**src/design/swm_pkg.sv**
```systemverilog
package swm_pkg;

  // Fixed field widths of the request channels.
  localparam int HashWidth = 64;
  localparam int PosOutWidth = 16;
  localparam int WinCfgWidth = 7;

  // Defaults for the top level parameters.
  localparam int DefMaxWindow = 64;
  localparam int DefMaxReadHashes = 65536;

  // Window size after reset.
  localparam logic [WinCfgWidth-1:0] WinSizeReset = 7'd16;

  typedef struct packed {
    logic [HashWidth-1:0] hash_value;
    logic                 start_of_read;
  } in_req_t;

  typedef struct packed {
    logic [HashWidth-1:0]   minimizer;
    logic [PosOutWidth-1:0] position;
    logic                   too_long;
  } out_req_t;

endpackage

```
**src/design/swm_tracker.sv**
```systemverilog
module swm_tracker #(
  parameter int MAX_WINDOW = swm_pkg::DefMaxWindow,
  parameter int MAX_READ_HASHES = swm_pkg::DefMaxReadHashes,
  localparam int PW = $clog2(MAX_READ_HASHES),
  localparam int CW = $clog2(MAX_READ_HASHES + 1),
  localparam int WNW = $clog2(MAX_WINDOW + 1),
  localparam int XW = (CW > WNW) ? CW : WNW
) (
  input  logic                          clk,
  input  logic                          rst_n,
  input  logic                          step,
  input  swm_pkg::in_req_t              in_req,
  input  logic [XW-1:0]                 win_len,
  input  logic [swm_pkg::HashWidth-1:0] prev_value,
  input  logic [PW-1:0]                 prev_pos,
  output logic                          store,
  output logic [PW-1:0]                 cur_pos,
  output logic                          res_valid,
  output swm_pkg::out_req_t             res,
  output logic [CW-1:0]                 count
);
  import swm_pkg::*;

  localparam int PXW = (PW > PosOutWidth) ? PW : PosOutWidth + 1;

  logic [CW-1:0]        cnt_r;
  logic [CW-1:0]        cnt_nxt;
  logic [HashWidth-1:0] min_value_r;
  logic [HashWidth-1:0] min_value_nxt;
  logic [PW-1:0]        min_pos_r;
  logic [PW-1:0]        min_pos_nxt;
  logic                 min_valid_r;
  logic                 min_valid_nxt;
  logic [PW-1:0]        last_pos_r;
  logic [PW-1:0]        last_pos_nxt;
  logic                 emit_valid_r;
  logic                 emit_valid_nxt;

  // State as seen by this request, after an optional start of read.
  logic [CW-1:0]        cnt_eff;
  logic                 min_valid_eff;
  logic                 emit_valid_eff;
  logic [CW-1:0]        cnt_inc;
  logic [XW-1:0]        cnt_x;
  logic [XW-1:0]        left_x;
  logic                 saturated;
  logic                 window_full;
  logic                 rescan;
  logic [HashWidth-1:0] cand_value;
  logic [PW-1:0]        cand_pos;
  logic [HashWidth-1:0] sel_value;
  logic [PW-1:0]        sel_pos;
  logic [PXW-1:0]       pos_ext;
  logic                 hash_wins;

  assign cnt_eff        = in_req.start_of_read ? '0 : cnt_r;
  assign min_valid_eff  = in_req.start_of_read ? 1'b0 : min_valid_r;
  assign emit_valid_eff = in_req.start_of_read ? 1'b0 : emit_valid_r;
  assign saturated      = (cnt_eff >= CW'(MAX_READ_HASHES));
  assign cur_pos        = cnt_eff[PW-1:0];
  assign cnt_inc        = cnt_eff + 1'b1;
  assign cnt_x          = XW'(cnt_inc);
  assign window_full    = (cnt_x >= win_len);
  assign left_x         = cnt_x - win_len;
  assign store          = step && !saturated;

  // Full-window candidate: the chain entry one short of the window, extended
  // by the incoming hash.
  always_comb begin
    if (in_req.hash_value <= prev_value) begin
      cand_value = in_req.hash_value;
      cand_pos   = cur_pos;
    end else begin
      cand_value = prev_value;
      cand_pos   = prev_pos;
    end
  end

  // A rescan is needed when there is no minimum yet or it left the window.
  assign rescan    = !min_valid_eff || (XW'(min_pos_r) < left_x);
  assign hash_wins = (in_req.hash_value <= min_value_r);

  always_comb begin
    if (rescan) begin
      sel_value = cand_value;
      sel_pos   = cand_pos;
    end else if (hash_wins) begin
      sel_value = in_req.hash_value;
      sel_pos   = cur_pos;
    end else begin
      sel_value = min_value_r;
      sel_pos   = min_pos_r;
    end
  end

  // Next state of the per-read registers.
  always_comb begin
    cnt_nxt        = cnt_r;
    min_value_nxt  = min_value_r;
    min_pos_nxt    = min_pos_r;
    min_valid_nxt  = min_valid_r;
    last_pos_nxt   = last_pos_r;
    emit_valid_nxt = emit_valid_r;
    res_valid      = 1'b0;
    pos_ext        = PXW'(sel_pos);
    res.minimizer  = sel_value;
    res.position   = pos_ext[PosOutWidth-1:0];
    res.too_long   = |pos_ext[PXW-1:PosOutWidth];
    if (step) begin
      if (saturated) begin
        res_valid    = 1'b1;
        res.minimizer = '0;
        res.position = '0;
        res.too_long = 1'b1;
      end else begin
        cnt_nxt        = cnt_inc;
        min_valid_nxt  = min_valid_eff;
        emit_valid_nxt = emit_valid_eff;
        if (in_req.start_of_read) begin
          min_value_nxt = '0;
          min_pos_nxt   = '0;
          last_pos_nxt  = '0;
        end
        if (window_full) begin
          min_value_nxt = sel_value;
          min_pos_nxt   = sel_pos;
          min_valid_nxt = 1'b1;
          if (!emit_valid_eff || (sel_pos > last_pos_r)) begin
            res_valid      = 1'b1;
            emit_valid_nxt = 1'b1;
            last_pos_nxt   = sel_pos;
          end
        end
      end
    end
  end

  always_ff @(posedge clk) begin
    if (!rst_n) begin
      cnt_r        <= '0;
      min_valid_r  <= 1'b0;
      emit_valid_r <= 1'b0;
      min_value_r  <= '0;
      min_pos_r    <= '0;
      last_pos_r   <= '0;
    end else begin
      cnt_r        <= cnt_nxt;
      min_valid_r  <= min_valid_nxt;
      emit_valid_r <= emit_valid_nxt;
      min_value_r  <= min_value_nxt;
      min_pos_r    <= min_pos_nxt;
      last_pos_r   <= last_pos_nxt;
    end
  end

  assign count = cnt_r;

endmodule

```
**config.mk**
```make
export PLATFORM = sky130hd
export DESIGN_NAME = swm_tracker
export DESIGN_NICKNAME = d
export VERILOG_FILES = /design/src/design/swm_pkg.sv /design/src/design/swm_tracker.sv
export SDC_FILE = /design/constraint.sdc
export NUM_CORES = 1
export LEC_CHECK = 0
export BUFFER_PORTS_ARGS = -buffer_cell sky130_fd_sc_hd__buf_2
export CORE_MARGIN = 2
export CORE_UTILIZATION = 42
export DETAILED_ROUTE_END_ITERATION = 10
export PLACE_DENSITY_LB_ADDON = 0.3
export RECOVER_POWER = 25
export SYNTH_ARGS = -nofsm -noshare
export SYNTH_HDL_FRONTEND = slang
export SYNTH_SLANG_ARGS = --single-unit
```
**constraint.sdc**
```tcl
create_clock -name clk -period 10.12 [get_ports clk]
set_input_delay 1.518 -clock clk [delete_from_list [all_inputs] [get_ports clk]]
set_output_delay 1.518 -clock clk [all_outputs]
set_load 0.05 [all_outputs]
```
==> flow_metrics.env <==
export IMPL_reg2reg_depth=15
export IMPL_maxSlewViolCount=156
export IMPL_p_leak_nw=6.10
export IMPL_htreeDepth=4
export IMPL_wirelength_met1_um=17300
export IMPL_drive_gt1_share_pct=19.9
export IMPL_grt_overflow_total=0
export IMPL_postRouteAntennaNets=0
export IMPL_cts_tree="yes"
export IMPL_synth_area_um2=11100
export IMPL_place_congestion=0.949
export IMPL_worstHoldPathType="reg2reg"
export IMPL_async_flop_share_pct=0
export IMPL_cap_violations=3
export IMPL_grt_start_max_net_pins=73
export IMPL_drc=0
export IMPL_synth_largest_area_cell="dfxtp_1"
export IMPL_worst_slack_ps=319
export IMPL_ys_types=69
export IMPL_cts_inserted_buffers=17
export IMPL_synth_seq_cells=115
export IMPL_max_freq_mhz=102
export IMPL_clock_root_buffer="clkbuf_16"
export IMPL_power_internal_mw=1.11
export IMPL_pwr_share_comb_pct=34.6
export IMPL_yosysSeqAreaShare_pct=20.8
export IMPL_crit_path_max_fanout=12
export IMPL_ios=281
export IMPL_clk_path_buf_depth=2
export IMPL_synth_nets=1847
export IMPL_multiInputGateArea_um2=7950
export IMPL_core_area_um2=26000
export IMPL_ys_warn_count=0
export IMPL_wl_per_cell_um=18.6
export IMPL_fin_worst_skew_ps=10.8
export IMPL_cts_num_sinks=115
export IMPL_final_setup_viol_count=0
export IMPL_die_h_um=166
export IMPL_worst_path_largest_cell_delay_ps=570
export IMPL_nets=2104
export IMPL_routed_wl_met3_um=2550
export IMPL_pwr_share_clk_pct=39.3
export IMPL_syn2layout_area_growth_pct=23.1
export IMPL_antenna_found_initial=1
export IMPL_start_util_pct=42.6
export IMPL_seqCellArea_um2=2300
export IMPL_min_from="last_pos_r[1]"
export IMPL_r2r_start="count[1]"
export IMPL_critPathRequiredTime_ps=8600
export IMPL_end_kind="output pin"
export IMPL_synth_cells=1504
export IMPL_first_pass_iters=5
export IMPL_yosysTopAreaCellShare_pct=20.8
export IMPL_post_place_ws_ps=14.8
export IMPL_via_per_inst=5.84
export IMPL_crit_slowest_cell="a2111oi_2"
export IMPL_num_rows=59
export IMPL_start_kind="input pin"
export IMPL_layout_common_cells="245 x buf_2, 184 x inv_1, 172 x ha_1"
export IMPL_gr_usage_all_layers_pct=27.2
export IMPL_dieArea_um2=27700
export IMPL_die_x_um=166
export IMPL_fin_crit_sh_pct=96.8
export IMPL_grt_pass1_wl_um=61400
export IMPL_portBuffers=280
export IMPL_startpoint="in_req[0]"
export IMPL_drtIter0Drc=947
export IMPL_final_util_pct=52.5
export IMPL_min_path_cells=2
export IMPL_pwr_share_seq_pct=26.1
export IMPL_vias=12300
export IMPL_top_layer="met4"
export IMPL_ir_drop_v=0.0000876
export IMPL_timing_slew_headroom_pct=-165
export IMPL_switching_share_pct=37.8
export IMPL_clk_latency_ps=420
export IMPL_wl_met2_um=17900
export IMPL_tightestPinTransition_ps=3970
export IMPL_worst_r2r_setup_slack_ps=1830
export IMPL_hpwl_um=28700
export IMPL_timing_rr_end="min_value_r[10]"
export IMPL_grt_pass1_vias=11600
export IMPL_synth_edf_count=0
export IMPL_min_to="last_pos_r[1]"
export IMPL_synth_area_leaders="dfxtp_1 21%, ha_1 20%, nor3_1 6.6%"
export IMPL_p_sw_mw=0.673
export IMPL_drt_total_wl_um=39200
export IMPL_synth_flop_cell="dfxtp_1"
export IMPL_fillerInstances=2560
export IMPL_postCtsHoldBufs=0
export IMPL_finalHoldViolations=0
export IMPL_final_common_cell="buf_2"
export IMPL_clk_pin_slew_ps=50
export IMPL_arrival_ps=8280
export IMPL_status="complete, but fails checks"
export IMPL_path_class="in2out"
export IMPL_violations="max-capacitance violations, max-slew violations"
export IMPL_period_minus_slack_ps=9800
export IMPL_power_density_nw_per_um2=131
export IMPL_syn_avg_cell_area_um2=7.37
## repair_timing
| item | 4_1_cts | 5_1_grt |
|---|---|---|
| gates resized for setup | 2 | 33 |
| gates cloned | 0 | 1 |
| setup endpoints to repair | 1 | 1 |
| pin swaps | 0 | 5 |
| setup buffers | 0 | 5 |
## metrics by stage
step	hold slack [ps]	area [µm²]	TNS, ps	instances	total power [mW]
final	469	13600	0	2109	1.78
after global routing	488	13600	-81.5	2109	1.86
after CTS	471	13500	0	2102	1.78
after detailed placement	463	12800	0	2071	1.07
after global placement	456	12800	0	2071	1.07
after floorplan	441	11100	0	1504	0.897
## routing by layer
metal | vias up | global-route usage (%)
met5 | - | 0
met4 | 0 | 12.0
met3 | 88 | 4.33
met1 | 5743 | 36.3
li1 | 5986 | -
met2 | 505 | 43.5
## cell usage after synthesis (14+ instances only)
cell and count:
a21o_1 17, a21oi_1 76, buf_2 21, clkbuf_1 44
dfxtp_1 115, ha_1 177, inv_1 185, nand2_1 164
nand3_1 24, nand4_1 35, nor2_1 68, nor2b_1 20
nor3_1 145, o21ai_0 28, o21ai_1 15, o21bai_1 14
o22ai_1 83, o31ai_1 70, or3_1 17, xor2_1 17
## worst max-delay path by stage
stage	end	slack (ps)
2_1_floorplan	res_valid	270
3_3_place_gp	res_valid	240
3_5_place_dp	res_valid	10
4_1_cts	res_valid	5
5_1_grt	res_valid	-80
6_report	res_valid	320
## power groups by stage
stage | clock (mW) | sequential (mW) | combinational, mW
finish | 0.699 | 0.465 | 0.616
floorplan | 0 | 0.483 | 0.414
CTS | 0.710 | 0.465 | 0.603
global route | 0.729 | 0.466 | 0.667
global placement | 0 | 0.475 | 0.594
detailed placement | 0 | 0.475 | 0.599
## logic make-up after synthesis
family / count (synthesis) / synth area share, %
AO/OA/AOI/OAI: 385 / 23.3
flip-flops: 115 / 20.8
AND/OR/NAND/NOR: 538 / 24.1
XOR/XNOR: 29 / 2.29
buffers and inverters: 259 / 9.35
adder cells (fa/ha/maj): 178 / 20.2
## flip-flops by register name, indices dropped and copies added (netlist names)
name          cells
min_pos_r        16
min_valid_r       1
last_pos_r       16
emit_valid_r      1
count            17
min_value_r      64
## final cells by class
type                            instances  share of cell area [%]
Tap cell                              335                    3.07
Clock inverter                          9                    1.28
Multi-Input combinational cell       1131                    58.3
Inverter                              185                    5.09
Antenna cell                            1                  0.0183
Timing Repair Buffer                  311                    11.9
Clock buffer                           22                    3.55
Sequential cell                       115                    16.9
## critical path, delay by kind of cell
family                   cells  cell delay (ps)
XOR/XNOR                     2              420
AND/OR/NAND/NOR              8             1910
buffers and inverters        4              600
AO/OA/AOI/OAI               15             3020
adder cells (fa/ha/maj)      3              820
No activity file was read; power rests on OpenSTA's default activity.
