==> config.mk <==
export PLATFORM = sky130hd
export DESIGN_NAME = swm_cell
export DESIGN_NICKNAME = d
export VERILOG_FILES = /design/src/design/swm_pkg.sv /design/src/design/swm_cell.sv
export SDC_FILE = /design/constraint.sdc
export NUM_CORES = 1
export LEC_CHECK = 0
export ABC_AREA = 1
export BUFFER_PORTS_ARGS = -buffer_cell sky130_fd_sc_hd__buf_2
export CELL_PAD_IN_SITES_DETAIL_PLACEMENT = 0
export CELL_PAD_IN_SITES_GLOBAL_PLACEMENT = 1
export CORE_ASPECT_RATIO = 1.2
export CORE_UTILIZATION = 37
export CTS_BUF_LIST = sky130_fd_sc_hd__clkbuf_8
export DETAILED_ROUTE_END_ITERATION = 8
export PLACE_DENSITY_LB_ADDON = 0.12
export SYNTH_ARGS = -nofsm -noshare
export SYNTH_HDL_FRONTEND = slang
export SYNTH_SLANG_ARGS = --single-unit
==> constraint.sdc <==
create_clock -name clk -period 4.5 [get_ports clk]
set_clock_uncertainty 0.15 [all_clocks]
set_input_delay 0.9 -clock clk [delete_from_list [all_inputs] [get_ports clk]]
set_output_delay 0.9 -clock clk [all_outputs]
set_load 0.005 [all_outputs]
==> src/design/swm_pkg.sv <==
package swm_pkg;

  // Fixed field widths of the request channels.
  localparam int HashWidth = 64;
  localparam int PosOutWidth = 16;
  localparam int WinCfgWidth = 7;

  // Defaults for the top level parameters.
  localparam int DefMaxWindow = 64;
  localparam int DefMaxReadHashes = 65536;

  // Window size after reset.
  localparam logic [WinCfgWidth-1:0] WinSizeReset = 7'd16;

  typedef struct packed {
    logic [HashWidth-1:0] hash_value;
    logic                 start_of_read;
  } in_req_t;

  typedef struct packed {
    logic [HashWidth-1:0]   minimizer;
    logic [PosOutWidth-1:0] position;
    logic                   too_long;
  } out_req_t;

endpackage

==> src/design/swm_cell.sv <==
module swm_cell #(
  parameter int POS_W = 16
) (
  input  logic                        clk,
  input  logic                        shift,
  input  logic [swm_pkg::HashWidth-1:0] hash,
  input  logic [POS_W-1:0]            pos,
  input  logic [swm_pkg::HashWidth-1:0] prev_value,
  input  logic [POS_W-1:0]            prev_pos,
  output logic [swm_pkg::HashWidth-1:0] min_value,
  output logic [POS_W-1:0]            min_pos
);
  import swm_pkg::*;

  logic [HashWidth-1:0] value_r;
  logic [HashWidth-1:0] value_nxt;
  logic [POS_W-1:0]     pos_r;
  logic [POS_W-1:0]     pos_nxt;

  // The cell holds the right-most minimum of the newest hashes up to its depth.
  // It extends its neighbor's span by the incoming hash; ties go to the newer hash.
  always_comb begin
    if (hash <= prev_value) begin
      value_nxt = hash;
      pos_nxt   = pos;
    end else begin
      value_nxt = prev_value;
      pos_nxt   = prev_pos;
    end
  end

  always_ff @(posedge clk) begin
    if (shift) begin
      value_r <= value_nxt;
      pos_r   <= pos_nxt;
    end
  end

  assign min_value = value_r;
  assign min_pos   = pos_r;

endmodule

==> key figures, run 1 <==
Floorplanning
  – Vert. Die Dim: 132 um
  – DIE WIDTH: 111 um
  – Starting Density: 0.380
  – Rows: 47
  – Die Area: 14700 um^2
  – CORE AREA: 13800 um^2
  – Io pins: 242

Final layout
  – Final Util: 0.493
  – Final #Nets: 1079
  – # fillers: 1371
  – Area growth syn-to-layout: 29.9%
  – Layout cells sized above 1: 0.315

Routing
  – WL/cell: 14.0 um
  – Post-Route WL: 14.4 mm
  – Final ANT Viol Nets: 0
  – Via count: 4938
  – 1st-iter DRT viols: 255
  – Vias per cell: 4.79
  – Remaining DRCs: 0
  – First drt pass iteration count: 5

GRT
  – Initial antenna violation count: 1
  – Met1 track demand over resource: 0.231
  – Largest net degree at the start of global routing: 81
  – First-pass GRT wire length: 23.2 mm
  – Global route overflow: 0
  – GRT busiest layer: met2
  – Total GRT Usage: 0.201
  – Met2 Use GR: 0.360
  – GR Util met3: 0.0394
  – Vias in the first global route: 4847

Yosys
  – Syn Nets: 845
  – #FFs+latches synth: 80
  – Register area share after synthesis: 0.458
  – Ys Warns: 0
  – Synthesized area: 5250 um^2
  – Cell count after synthesis: 619
  – Synthesized area per cell: 8.48 um^2
  – Distinct cells, synth: 26

Power and ir drop
  – Switch Pwr: 603 uW
  – Sw Ratio: 0.292
  – Leak pwr: 3.73 nW
  – Power density cells: 303 nW/um^2
  – Gate power share: 0.242
  – Clock share of power: 0.295
  – Internal power: 1.46 mW
  – Final Total Pwr: 2.07 mW
  – VDD IR max: 171 uV
  – Seq pwr share: 0.463

Clock network
  – Clock-pin slew on the worst setup and hold paths: 0.09 ns
  – Root buf cell: clkbuf_8
  – CTS tree: built
  – Post-CTS Setup Bufs: 0
  – Post_cts resized: 0
  – CTS sink count: 80
  – H-tree Lvls: 3
  – CTS Hold Bufs: 0
  – CTS max path bufs: 2
  – CTS Buf Count: 9

Place
  – DP HPWL: 10.7 mm
  – Port Buffers: 241
  – Final RePlAce weighted congestion: 0.796

Critical path
  – Worst endpoint data arrival time: 3.18 ns
  – Critical path required time: 4.59 ns
  – Crit path launch type: input pin
  – CP Max Fanout: 39
  – Setup crit end kind: flip-flop
  – Setup CP Type: in -> reg

Run status
  – Outcome: complete, no violations

Timing
  – Final hold viol count: 0
  – RSZ-0062 raised after global routing: false
  – Max Slew Vio Count: 0
  – Hold WS: 0.647 ns
  – Slew HR: 0.267
  – Setup tns final: 0 ns
  – Slew @ Worst Pin: 1.10 ns
  – Final setup viols: 0
  – FMAX: 323 MHz
  – Post-layout min period: 3.09 ns
  – Crit share post-route: 0.687

Worst hold path
  – Hold WC Path Type: in -> reg

Run
  – # Max-Cap Violations: 0
==> worst max-delay path: stages <==
cell and delay (ns):
buf_2 0.09, inv_1 0.04, ha_1 0.28, nand4_1 0.17, nor3_1 0.25, nor3b_2 0.31
nand4_4 0.11, buf_4 0.28, nand2_2 0.12, buf_4 0.41, nand2_1 0.12, nand2_1 0.09
==> final timing paths <==
path                       start         end  slack [ns]  cells past startpoint
hold / removal            pos[4]  min_pos[4]        0.65                      3
setup / recovery  prev_value[61]  min_pos[9]        1.41                     12
==> cell type report <==
class | instances | area, um^2 | area share
flip-flops and latches | 80 | 2400 | 0.352
inverters | 75 | 282 | 0.0413
repair buffers | 247 | 1250 | 0.184
clock buffers | 9 | 124 | 0.0182
well taps | 171 | 214 | 0.0314
multi-input cells | 440 | 2440 | 0.358
clock inverters | 7 | 95.1 | 0.0140
diodes | 1 | 2.50 | 0.000367
==> power groups by stage <==
| stage | Combinational [mW] | Clock (mW) | Sequential [mW] |
|---|---|---|---|
| 2_1_floorplan | 0.246 | 0 | 0.989 |
| 3_3_place_gp | 0.498 | 0 | 0.973 |
| 3_5_place_dp | 0.509 | 0 | 0.974 |
| 4_1_cts | 0.510 | 0.631 | 0.957 |
| 5_1_grt | 0.576 | 0.658 | 0.964 |
| 6_report | 0.501 | 0.610 | 0.956 |
==> placed cells by master (no fill, tap or decap), types with 2 or more instances in the layout <==
cell,synthesis,final
nand3_1,85,85
o21ai_1,4,4
o21a_1,2,2
buf_2,7,240
o21ai_0,4,4
nor2_1,16,16
buf_4,8,7
clkbuf_8,0,9
inv_1,72,72
clkinv_2,0,2
a21oi_1,29,29
bufinv_16,0,2
nand2_1,217,217
inv_2,3,3
nand3b_1,2,2
nand2_2,2,2
ha_1,64,64
nand4_1,5,5
nor3_1,3,3
edfxtp_1,80,80
==> through the flow <==
| stage | instance area [um^2] | cells | worst slack, ns |
|---|---|---|---|
| finish | 6820 | 1030 | 1.41 |
| global route | 6820 | 1030 | 1.18 |
| CTS | 6810 | 1029 | 1.40 |
| detailed placement | 6590 | 1013 | 1.00 |
| global placement | 6590 | 1013 | 1.09 |
| floorplan | 5250 | 619 | 1.78 |
==> state kept, by name, indices dropped and copies added, names as in the netlist <==
register,flops
min_value,64
min_pos,16
==> layer usage <==
| metal | wire length, um | share of wire | vias to the layer above |
|---|---|---|---|
| li1 | - | - | 2527 |
| met1 | 5920 | 0.41 | 2218 |
| met2 | 7200 | 0.50 | 171 |
| met3 | 863 | 0.060 | 22 |
| met4 | 398 | 0.028 | 0 |
| met5 | 0 | 0 | - |
==> cells in the mapped netlist <==
master    number  area, um^2
nor3b_2        1        12.5
buf_2          7        35.0
buf_1          1        3.75
nand3b_1       2        15.0
inv_1         72         270
buf_4          8        60.1
o21bai_1       1        7.51
nand4_2        1        12.5
ha_1          64         801
o21a_1         2        15.0
o21ai_0        4        20.0
a21oi_1       29         145
edfxtp_1      80        2400
nor4_1         1        6.26
nand3_1       85         425
o21ai_1        4        20.0
and2_1         1        6.26
clkbuf_1       8        30.0
a21o_1         1        7.51
nor3_1         3        15.0
inv_2          3        11.3
nand2_2        2        12.5
nand4_1        5        31.3
nor2_1        16        60.1
nand2_1      217         815
and3_1         1        6.26
==> logic make-up (layout without fill, tap and decap cells) <==
group / Yosys count / in the layout / share of synthesized area
buf+inv: 99 / 338 / 0.0782
compound gates: 41 / 41 / 0.0410
flops: 80 / 80 / 0.458
other cells: 0 / 1 / 0
simple gates: 335 / 335 / 0.270
fa+ha+maj: 64 / 64 / 0.153
(Power assumes the default switching activity.)
==> run 2: changes to the inputs <==
--- a/config.mk
+++ b/config.mk
@@ -10,7 +10,7 @@
 export CELL_PAD_IN_SITES_DETAIL_PLACEMENT = 0
 export CELL_PAD_IN_SITES_GLOBAL_PLACEMENT = 1
 export CORE_ASPECT_RATIO = 1.2
-export CORE_UTILIZATION = 37
+export CORE_UTILIZATION = 35
 export CTS_BUF_LIST = sky130_fd_sc_hd__clkbuf_8
 export DETAILED_ROUTE_END_ITERATION = 8
 export PLACE_DENSITY_LB_ADDON = 0.12
==> constraint.sdc (replaced) <==
create_clock -name clk -period 3.15 [get_ports clk]
set_clock_uncertainty 0.15 [all_clocks]
set_input_delay 0.63 -clock clk [delete_from_list [all_inputs] [get_ports clk]]
set_output_delay 0.63 -clock clk [all_outputs]
set_load 0.005 [all_outputs]
==> run 2 against run 1 <==
  * Combinational power grew 46%
  * Die area increased by 5.6%
  * Critical path depth rose by 4
  * Critical endpoint is now min_value[61]
==> key figures, run 2 (synthesized netlist as in run 1, its figures left out) <==
Run status
  – Outcome: complete, no violations

Routing
  – Final ANT Viol Nets: 0 (unchanged)
  – Remaining DRCs: 0 (unchanged)
  – Metal2 WL: 7.21 mm (about the same)
  – DR top layer: met4
  – Post-Route WL: 14.6 mm (+1.9%)
  – WL/cell: 13.8 um (-1.0%)
  – 1st-iter DRT viols: 208 (-18%)
  – First drt pass iteration count: 4 (-1)
  – Via count: 4985 (+0.95%)
  – DR WL met3: 1.04 mm (+21%)
  – Vias per cell: 4.70 (-1.9%)
  – Routed metal-1 wirelength: 6.08 mm (+2.7%)

Critical path
  – CP Cell Sequence: buf_2 > inv_1 > ha_1 > nand2_1 > nor2_1 > and2_1 > nand2_1 > nor2_1 > nand2_1 > nand2_1 > nand2_1 > nand2_2 > nand2_2 > buf_4 > nand2_1 > nand2_1
  – CP Max Fanout: 28 (-28%)
  – Setup crit end kind: flip-flop
  – Critical path's most frequent cell: nand2_1
  – Setup CP Type: in -> reg
  – Crit path launch type: input pin
  – Worst endpoint data arrival time: 2.53 ns (-0.65 ns)
  – CP max stage cell: and2_1
  – Critical path required time: 3.13 ns (-1.46 ns)
  – CP peak stage delay: 0.30 ns (-0.11 ns)

Final layout
  – Design area: 6920 um^2 (+1.5%)
  – Most frequent cells in the layout: buf_2 (240), nand2_1 (217), nand3_1 (85)
  – Max FFs per register: 64 (unchanged)
  – Final Util: 0.476 (-0.0172)
  – Diodes inserted: 0 (-1)
  – Layout cells sized above 1: 0.314 (-0.000732)
  – Most common cell after layout, fill and taps aside: buf_2
  – # fillers: 1508 (+10%)
  – Area growth syn-to-layout: 31.9%
  – Final #Nets: 1081 (+0.19%)

Worst hold path
  – Hold WC Path Type: in -> reg

Timing
  – Crit share post-route: 0.811
  – FMAX: 391 MHz
  – RSZ-0062 raised after global routing: false
  – Final setup viols: 0 (unchanged)
  – Slew HR: 0.668 (+0.401)
  – Post-layout min period: 2.56 ns
  – Slew @ Worst Pin: 0.498 ns (-0.602 ns)
  – Max Slew Vio Count: 0 (unchanged)
  – Setup tns final: 0 ns (unchanged)
  – Hold WS: 0.365 ns (-0.282 ns)
  – Final hold viol count: 0 (unchanged)

Floorplanning
  – DIE WIDTH: 114 um (+2.8%)
  – Die Area: 15500 um^2 (+5.6%)
  – Vert. Die Dim: 136 um (+2.8%)
  – Starting Density: 0.361 (-0.0187)
  – CORE AREA: 14500 um^2 (+5.2%)
  – Rows: 48 (+2.1%)
  – Io pins: 242 (unchanged)

Clock network
  – Post_cts resized: 0 (unchanged)
  – Post-CTS Setup Bufs: 0 (unchanged)
  – CTS sink count: 80 (unchanged)
  – CTS Buf Count: 9 (unchanged)
  – H-tree Lvls: 3 (unchanged)
  – Clock-pin slew on the worst setup and hold paths: 0.09 ns (about the same)
  – CTS max path bufs: 2 (unchanged)
  – CTS tree: built
  – Root buf cell: clkbuf_8
  – CTS Hold Bufs: 0 (unchanged)

Place
  – Final RePlAce weighted congestion: 0.794 (-0.28%)
  – Cell Area, Placed: 6680 um^2 (+1.3%)
  – DP HPWL: 10.8 mm (+1.2%)
  – Port Buffers: 241 (unchanged)

GRT
  – Global route overflow: 0 (unchanged)
  – First-pass GRT wire length: 22.7 mm (-2.4%)
  – Total GRT Usage: 0.191 (-0.00993)
  – Largest net degree at the start of global routing: 81 (unchanged)
  – Initial antenna violation count: 0 (-1)
  – Vias in the first global route: 4717 (-2.7%)

Power and ir drop
  – Internal power: 2.18 mW (+49%)
  – Final Total Pwr: 3.03 mW (+46%)
  – Sw Ratio: 0.281 (-0.0113)
  – Power density cells: 437 nW/um^2 (+44%)
  – Seq pwr share: 0.450 (-0.013)
  – Clock share of power: 0.308 (+0.013)
  – Switch Pwr: 849 uW (+41%)
  – VDD IR max: 202 uV (+18%)
  – Leak pwr: 3.77 nW (+0.96%)
  – Gate power share: 0.242 (about the same)

Run
  – # Max-Cap Violations: 0 (unchanged)
run 2: changes by cell type in the layout (fill, tap and decap cells not counted):
cell / previous run / this run
bufinv_16: 2 / 3
inv_1: 72 / 73
clkinvlp_4: 1 / 0
buf_4: 7 / 6
clkinv_2: 2 / 1
buf_12: 0 / 3
clkinv_1: 0 / 1
diode_2: 1 / 0
inv_6: 1 / 0
run 2: critical path, delay by kind of cell:
family | cells | cell delay, ns
fa+ha+maj | 1 | 0.28
buf+inv | 3 | 0.37
simple gates | 12 | 1.26
run 2: area by class of cell:
type | count | area [um^2] | share of cell area
multi-input combinational | 440 | 2440 | 0.353
sequential | 80 | 2400 | 0.347
timing repair buffer | 249 | 1310 | 0.189
inverter | 75 | 282 | 0.0407
tap | 200 | 250 | 0.0362
clock buffer | 9 | 124 | 0.0179
clock inverter | 7 | 111 | 0.0161
run 2: metal layers:
layer / vias to the layer above / track usage
li1: 2538 / -
met1: 2251 / 0.221
met2: 176 / 0.335
met3: 20 / 0.0441
met4: 0 / 0.0877
met5: - / 0
run 2: path summary, 6_finish.rpt:
kind | startpoint | to | slack, ns | depth (start not counted)
max | prev_value[31] | min_value[61] | 0.59 | 16
min | pos[7] | min_pos[7] | 0.37 | 3
run 2: per-stage QoR:
step / cells / worst slack [ns]
floorplan: 619 / 0.701
global placement: 1044 / 0.193
detailed placement: 1044 / 0.161
CTS: 1060 / 0.579
global route: 1060 / 0.334
finish: 1060 / 0.594
run 2: power groups by stage:
| stage | sequential, mW | clock (mW) | combinational [mW] |
|---|---|---|---|
| finish | 1.36 | 0.932 | 0.731 |
| global route | 1.38 | 0.993 | 0.840 |
| CTS | 1.37 | 0.962 | 0.744 |
| detailed placement | 1.39 | 0 | 0.742 |
| global placement | 1.39 | 0 | 0.728 |
| floorplan | 1.41 | 0 | 0.352 |
